### src/rtl/core/tas_div.sv
// Restoring divider, one quotient bit per cycle, unsigned 63/32 bits.
// No dependencies.
module tas_div (
  input  logic        clk_i,
  input  logic        rst_ni,
  input  logic        start_i,
  input  logic [62:0] dividend_i,
  input  logic [31:0] divisor_i,
  output logic        done_o,
  output logic [62:0] quotient_o
);

  logic [62:0] quo_q, quo_d;
  logic [32:0] rem_q, rem_d;
  logic [5:0]  cnt_q, cnt_d;
  logic        busy_q, busy_d;
  logic [32:0] trial;

  always_comb begin
    quo_d  = quo_q;
    rem_d  = rem_q;
    cnt_d  = cnt_q;
    busy_d = busy_q;
    trial  = {rem_q[31:0], quo_q[62]};
    if (start_i) begin
      quo_d  = dividend_i;
      rem_d  = '0;
      cnt_d  = 6'd0;
      busy_d = 1'b1;
    end else if (busy_q) begin
      if (trial >= {1'b0, divisor_i}) begin
        rem_d = trial - {1'b0, divisor_i};
        quo_d = {quo_q[61:0], 1'b1};
      end else begin
        rem_d = trial;
        quo_d = {quo_q[61:0], 1'b0};
      end
      cnt_d = cnt_q + 6'd1;
      if (cnt_q == 6'd62) busy_d = 1'b0;
    end
  end

  always_ff @(posedge clk_i or negedge rst_ni) begin
    if (!rst_ni) begin
      busy_q <= 1'b0;
      cnt_q  <= '0;
    end else begin
      busy_q <= busy_d;
      cnt_q  <= cnt_d;
    end
  end

  always_ff @(posedge clk_i) begin
    quo_q <= quo_d;
    rem_q <= rem_d;
  end

  assign done_o     = busy_q && (cnt_q == 6'd62);
  assign quotient_o = quo_d;
endmodule

### config.mk
export PLATFORM = sky130hd
export DESIGN_NAME = tas_div
export DESIGN_NICKNAME = d
export VERILOG_FILES = /design/src/rtl/core/tas_div.sv
export SDC_FILE = /design/constraint.sdc
export NUM_CORES = 1
export LEC_CHECK = 0
export ABC_AREA = 1
export BUFFER_PORTS_ARGS = -buffer_cell sky130_fd_sc_hd__buf_2
export CELL_PAD_IN_SITES_DETAIL_PLACEMENT = 2
export CELL_PAD_IN_SITES_GLOBAL_PLACEMENT = 2
export CORE_MARGIN = 1.5
export CORE_UTILIZATION = 31
export CTS_CLUSTER_SIZE = 30
export DETAILED_ROUTE_END_ITERATION = 12
export PLACE_DENSITY_LB_ADDON = 0.1
export SETUP_SLACK_MARGIN = 0.02
export SLEW_MARGIN = 0
export SYNTH_ARGS = -nofsm -noshare
export SYNTH_HDL_FRONTEND = slang
export SYNTH_SLANG_ARGS = --single-unit
### constraint.sdc
create_clock -name clk_i -period 5.7 [get_ports clk_i]
set_input_delay 0.855 -clock clk_i [delete_from_list [all_inputs] [get_ports clk_i]]
set_output_delay 0.855 -clock clk_i [all_outputs]
set_load 0.01 [all_outputs]
Yosys cells after proc, flatten, opt, wreduce, memory -nomap -nowiden
Index checks and enable logic that the tools add are counted.
Widths: inputs -> output; s select.
{"block": "classes", "n_eq_ne": 1, "addsub": 2, "n_reduce_logical": 2, "order_cmp": 1, "mux": 9}
{"op": "$mux 63", "n": 2}
{"op": "$ge 33x32->1", "n": 1}
{"op": "$mux 32", "n": 1}
{"op": "$sub 32x32->32", "n": 1}
{"op": "$mux 6", "n": 2}
{"op": "$add 6x1->6 const B", "n": 1}
{"op": "$eq 6x6->1 const B", "n": 1}
{"op": "$mux 1", "n": 4}
{"op": "$reduce_bool 2->1", "n": 1}
{"op": "$logic_and 1x1->1", "n": 1}
{"block": "totals", "wordCells": 19, "out_inout_bits": 64, "input_bits": 98, "reg_bits": 102}

Depth between registers and ports, before layout
{"block": "depth", "word_depth": 4, "depth_mapped": 18}

Worst setup path before layout
OpenSTA, ideal clock, no wires.
{"block": "synth_timing", "kind": "input to output", "startpoint": "in divisor_i[29]", "endpoint": "out quotient_o[0]", "path_stages": 14, "n_path_buf": 0, "arrival_time_ns": 2.334, "required_ns": 4.845, "path_slack_ns": 2.511, "path_cell_list": "inv_1 ha_1 nand2_1 inv_1 nand2_2 inv_1 a21oi_1 nand2_1 nor2_4 nand2_8 nand2_2 o21ai_0 nand2_1 nand2_1"}
{"block": "synth_between", "elab_chain_cells": 4}
{"item": "start: declaration", "line": "8", "text": "input logic [31:0] divisor_i,"}
{"item": "$ge 33x32->1", "line": "31", "text": "if (trial >= {1'b0, divisor_i}) begin"}
{"item": "$mux 1", "line": "31"}
{"item": "$mux 63", "line": "30", "text": "end else if (busy_q) begin"}
{"item": "$mux 63", "line": "25", "text": "if (start_i) begin"}
{"item": "end: declaration", "line": "10", "text": "output logic [62:0] quotient_o"}
No other way between the ends.

Final worst setup path
{"block": "layout_timing", "startpoint": "reg busy_q", "endpoint": "out quotient_o[62]"}
{"block": "layout_between", "elab_chain_cells": 2}
{"item": "start: declaration", "line": "16", "text": "logic busy_q, busy_d;"}
{"item": "start signal: assignment", "line": "48", "text": "busy_q <= busy_d;"}
{"item": "$mux 63", "line": "30"}
{"item": "$mux 63", "line": "25"}
No other way between the ends.

==> summary.md <==
| Metric | Value |
|---|---|
| Outcome | completed |
| Largest net degree at the start of global routing | 67 |
| Period utilisation layout | between 70 and 80% |
| Max VDD drop | 0.148 mV |
| Final setup margin | 1350 ps |
| Worst stage delay on the critical path | 800 ps |
| CP arrival | 3500 ps |
| Post-synth EDFFs | 0 |
| Bufs on Longest Clock Path | 2 |
| Maximum clock frequency | 230 MHz |
| Placed wire-length estimate | 20,100 µm |
| Skew final | approximately 12 ps |
| Most used routing layer | met2 |
| CTS tree | built |
| Vias in the first global route | 8,140 |
| Vias | 7,497 |
| Mean post-synth cell area | approximately 6.3 µm² |
| Worst Path Max Fanout | 63 |
| P per Cell Area | 420 nW/µm² |
| Slew @ Worst Pin | 1140 ps |
| Clock slew at reported path FFs | 80 ps |
| RSZ-0062 raised after global routing | no |
| Synth Area in XOR/XNOR | 1.15% |
| Syn_nets | ~1,200 |
| GRT Overall Usage | 22.1% |
| Compound-Gate Fraction of Synth Area | 12.1% |
| Initial antenna violation count | 3 |
| Initial core utilization | a little under a third |
| Adder-cell share of the synthesized area | 6.47% |
| Slew Limit Headroom | 23.6% |
| Min Tclk post-route | 4360 ps |
| Layout area overhead | 19.1% |
| Die height | roughly 150 µm |
| FP Rows | 54 |
| Synth cell types | 41 |
| Post-synthesis sequential area ratio | between 30 and 40% |
| Startpoint Class | register |
| Synth top area share | 27.6% |
| Largest family of logic cells by synthesized area | simple AND/OR/NAND/NOR gates |
| First-pass GRT wire length | 41,400 µm |
| IO Port Bufs | 161 |
| Ranking of synthesized cells by area | dfxtp_1, nand2_1, inv_1 |
| Yosys warns | 0 |
| Mux contribution to synthesized area | 0% |
| M1 GR Usage | approximately a quarter |
| Wirelength per Cell | around 17 µm |
| Layout cells sized above 1 | 17.0% |
| DP Cell Count | roughly 1,500 |
| Leak Pwr | 4.69 nW |
| Final setup viols | 0 |
| Root Buffer | clkbuf_16 |
| Post-synth top area cell | dfxtp_1 |
| Flops & latches, synth | just over 100 |
| Die area | 23,100 µm² |
| Initial DRC Count | 209 |
| Final net count | 1,360 |
| Count of final max-slew check failures | 0 |
| GRT overflow | 0 |
| Worst path slowest cell | nor2_1 |
| Die W | 152 µm |
| Num CTS Buffers | 9 |
| Worst-path cell chain | clkinv_1 -> nor2_1 -> inv_2 -> o221ai_1 -> buf_2 |
| Predominant post-synthesis flop cell | dfxtp_1 |
| Simple-gate share of the synthesized area | 34.7% |
| Crit Path Class | register to primary output |
| Post-CTS Setup Bufs | 0 |
| Min-Delay Path Class | primary input to async pin |
| CTS sink cnt | 102 |
| Setup_tns | 0 ps |
| Synth Cell Area | 6880 µm² |
| Max-cap violations | 0 |
| Core Box Area | around 22,000 µm² |
| Synthesized instance count | roughly 1,100 |
| Synth cell count leaders | nand2_1, inv_1, dfxtp_1 |
| M2 GR Usage | 38.7% |
| H-tree level count | 3 |
| Post-DRT Antenna Nets | 0 |
| Diode count | 0 |
| M3 GR Usage | 5.73% |
| Clk_lat worst skew | 360 ps |
| Drt total wl | 25,500 µm |
| Most common cell in the synthesized netlist | nand2_1 |
| Worst path required time | 4850 ps |
| Placer Congestion | 0.862 |
| Drt pass-1 iters | 5 |
| Post-place setup slack | 1360 ps |
| CP endpoint kind | primary output |
| # IOs | 162 |
| Post-synth ARST share | between 6 and 7% |
| DRC viols | 0 |
| Finished Layout Cells | 1,512 |
| Post-CTS Hold Buffers | 0 |
| Vias per inst | 4.96 |
| Final Hold Viols | 0 |
| Post-cts sizing count | 0 |
[registers in the layout, summed over array words and instances, names as in the netlist]
signal / count
quo_q: 63
busy_q: 1
rem_q: 32
cnt_q: 6
[layout make-up]
cell class / count / area [µm²]
multi-input cells: 715 / 3750
clock inverters: 6 / 66.3
well taps: 280 / 350
repair buffers: 166 / 843
clock buffers: 10 / 239
flip-flops and latches: 102 / 2080
fillers: 2792 / 13600
inverters: 233 / 875
[power breakdown]
part | switching [mW] | internal, mW | leakage (nW)
registers | 0.113 | 0.861 | 0.884
clock network | 0.335 | 0.322 | 0.146
logic | 1.21 | 0.599 | 3.67
total | 1.66 | 1.78 | 4.69
[stage by stage]
step           util, %  instance area [µm²]  power [mW]  hold WS (ps)
3_3_place_gp      36.2                 7890        2.75           451
2_1_floorplan        -                 6880        2.25           432
3_5_place_dp      36.2                 7890        2.80           453
5_1_grt           37.6                 8200        3.76           309
4_1_cts           37.6                 8200        3.49           302
6_report          37.6                 8200        3.44           311
[layout by cell type, fill, tap and decap left out, types with 3 or more instances in the layout]
cell,instances
nand2_1,351
inv_1,226
buf_2,161
dfxtp_1,95
nand3_1,78
nor2_1,64
o221ai_1,62
ha_1,34
nand4_1,31
a21oi_1,24
o21ai_0,15
clkbuf_16,9
xor2_1,8
nand2_2,8
dfrtp_1,7
o21bai_1,6
nor3_1,6
inv_2,5
buf_4,5
o21ai_1,4
nor2_2,4
nor2_4,3
inv_6,3
[final timing paths]
kind | startpoint | end | slack, ps | depth (start not counted)
worst max-delay path | busy_q$_DFF_PN0_ | quotient_o[62] | 1350 | 5
worst min-delay path | rst_ni | busy_q$_DFF_PN0_ | 310 | 1
worst max register to register | busy_q$_DFF_PN0_ | quo_q[36]$_DFF_P_ | 2640 | 4
worst min register to register | cnt_q[5]$_DFFE_PN0P_ | cnt_q[5]$_DFFE_PN0P_ | 460 | 1
max in group asynchronous | rst_ni | cnt_q[1]$_DFFE_PN0P_ | 5240 | 1
min in group clk_i | cnt_q[5]$_DFFE_PN0P_ | cnt_q[5]$_DFFE_PN0P_ | 460 | 1
[routing by layer]
metal,vias up,routed length [µm]
li1,3734,-
met1,3582,11100
met2,146,12300
met3,29,1490
met4,6,468
met5,-,40
[cells by family after synthesis]
logic type,Yosys count
flip-flops,102
XOR/XNOR,9
AND/OR/NAND/NOR,556
adder cells (fa/ha/maj),35
buffers and inverters,271
AO/OA/AOI/OAI,115
[critical path: cells and delay by family, from the launching register on]
| family | cells | cell delay [ps] |
|---|---|---|
| AOI/OAI and AO/OA | 1 | 460 |
| DFF | 1 | 740 |
| buffers and inverters | 3 | 1110 |
| and+or+nand+nor | 1 | 800 |
No activity file was read; power rests on OpenSTA's default activity.
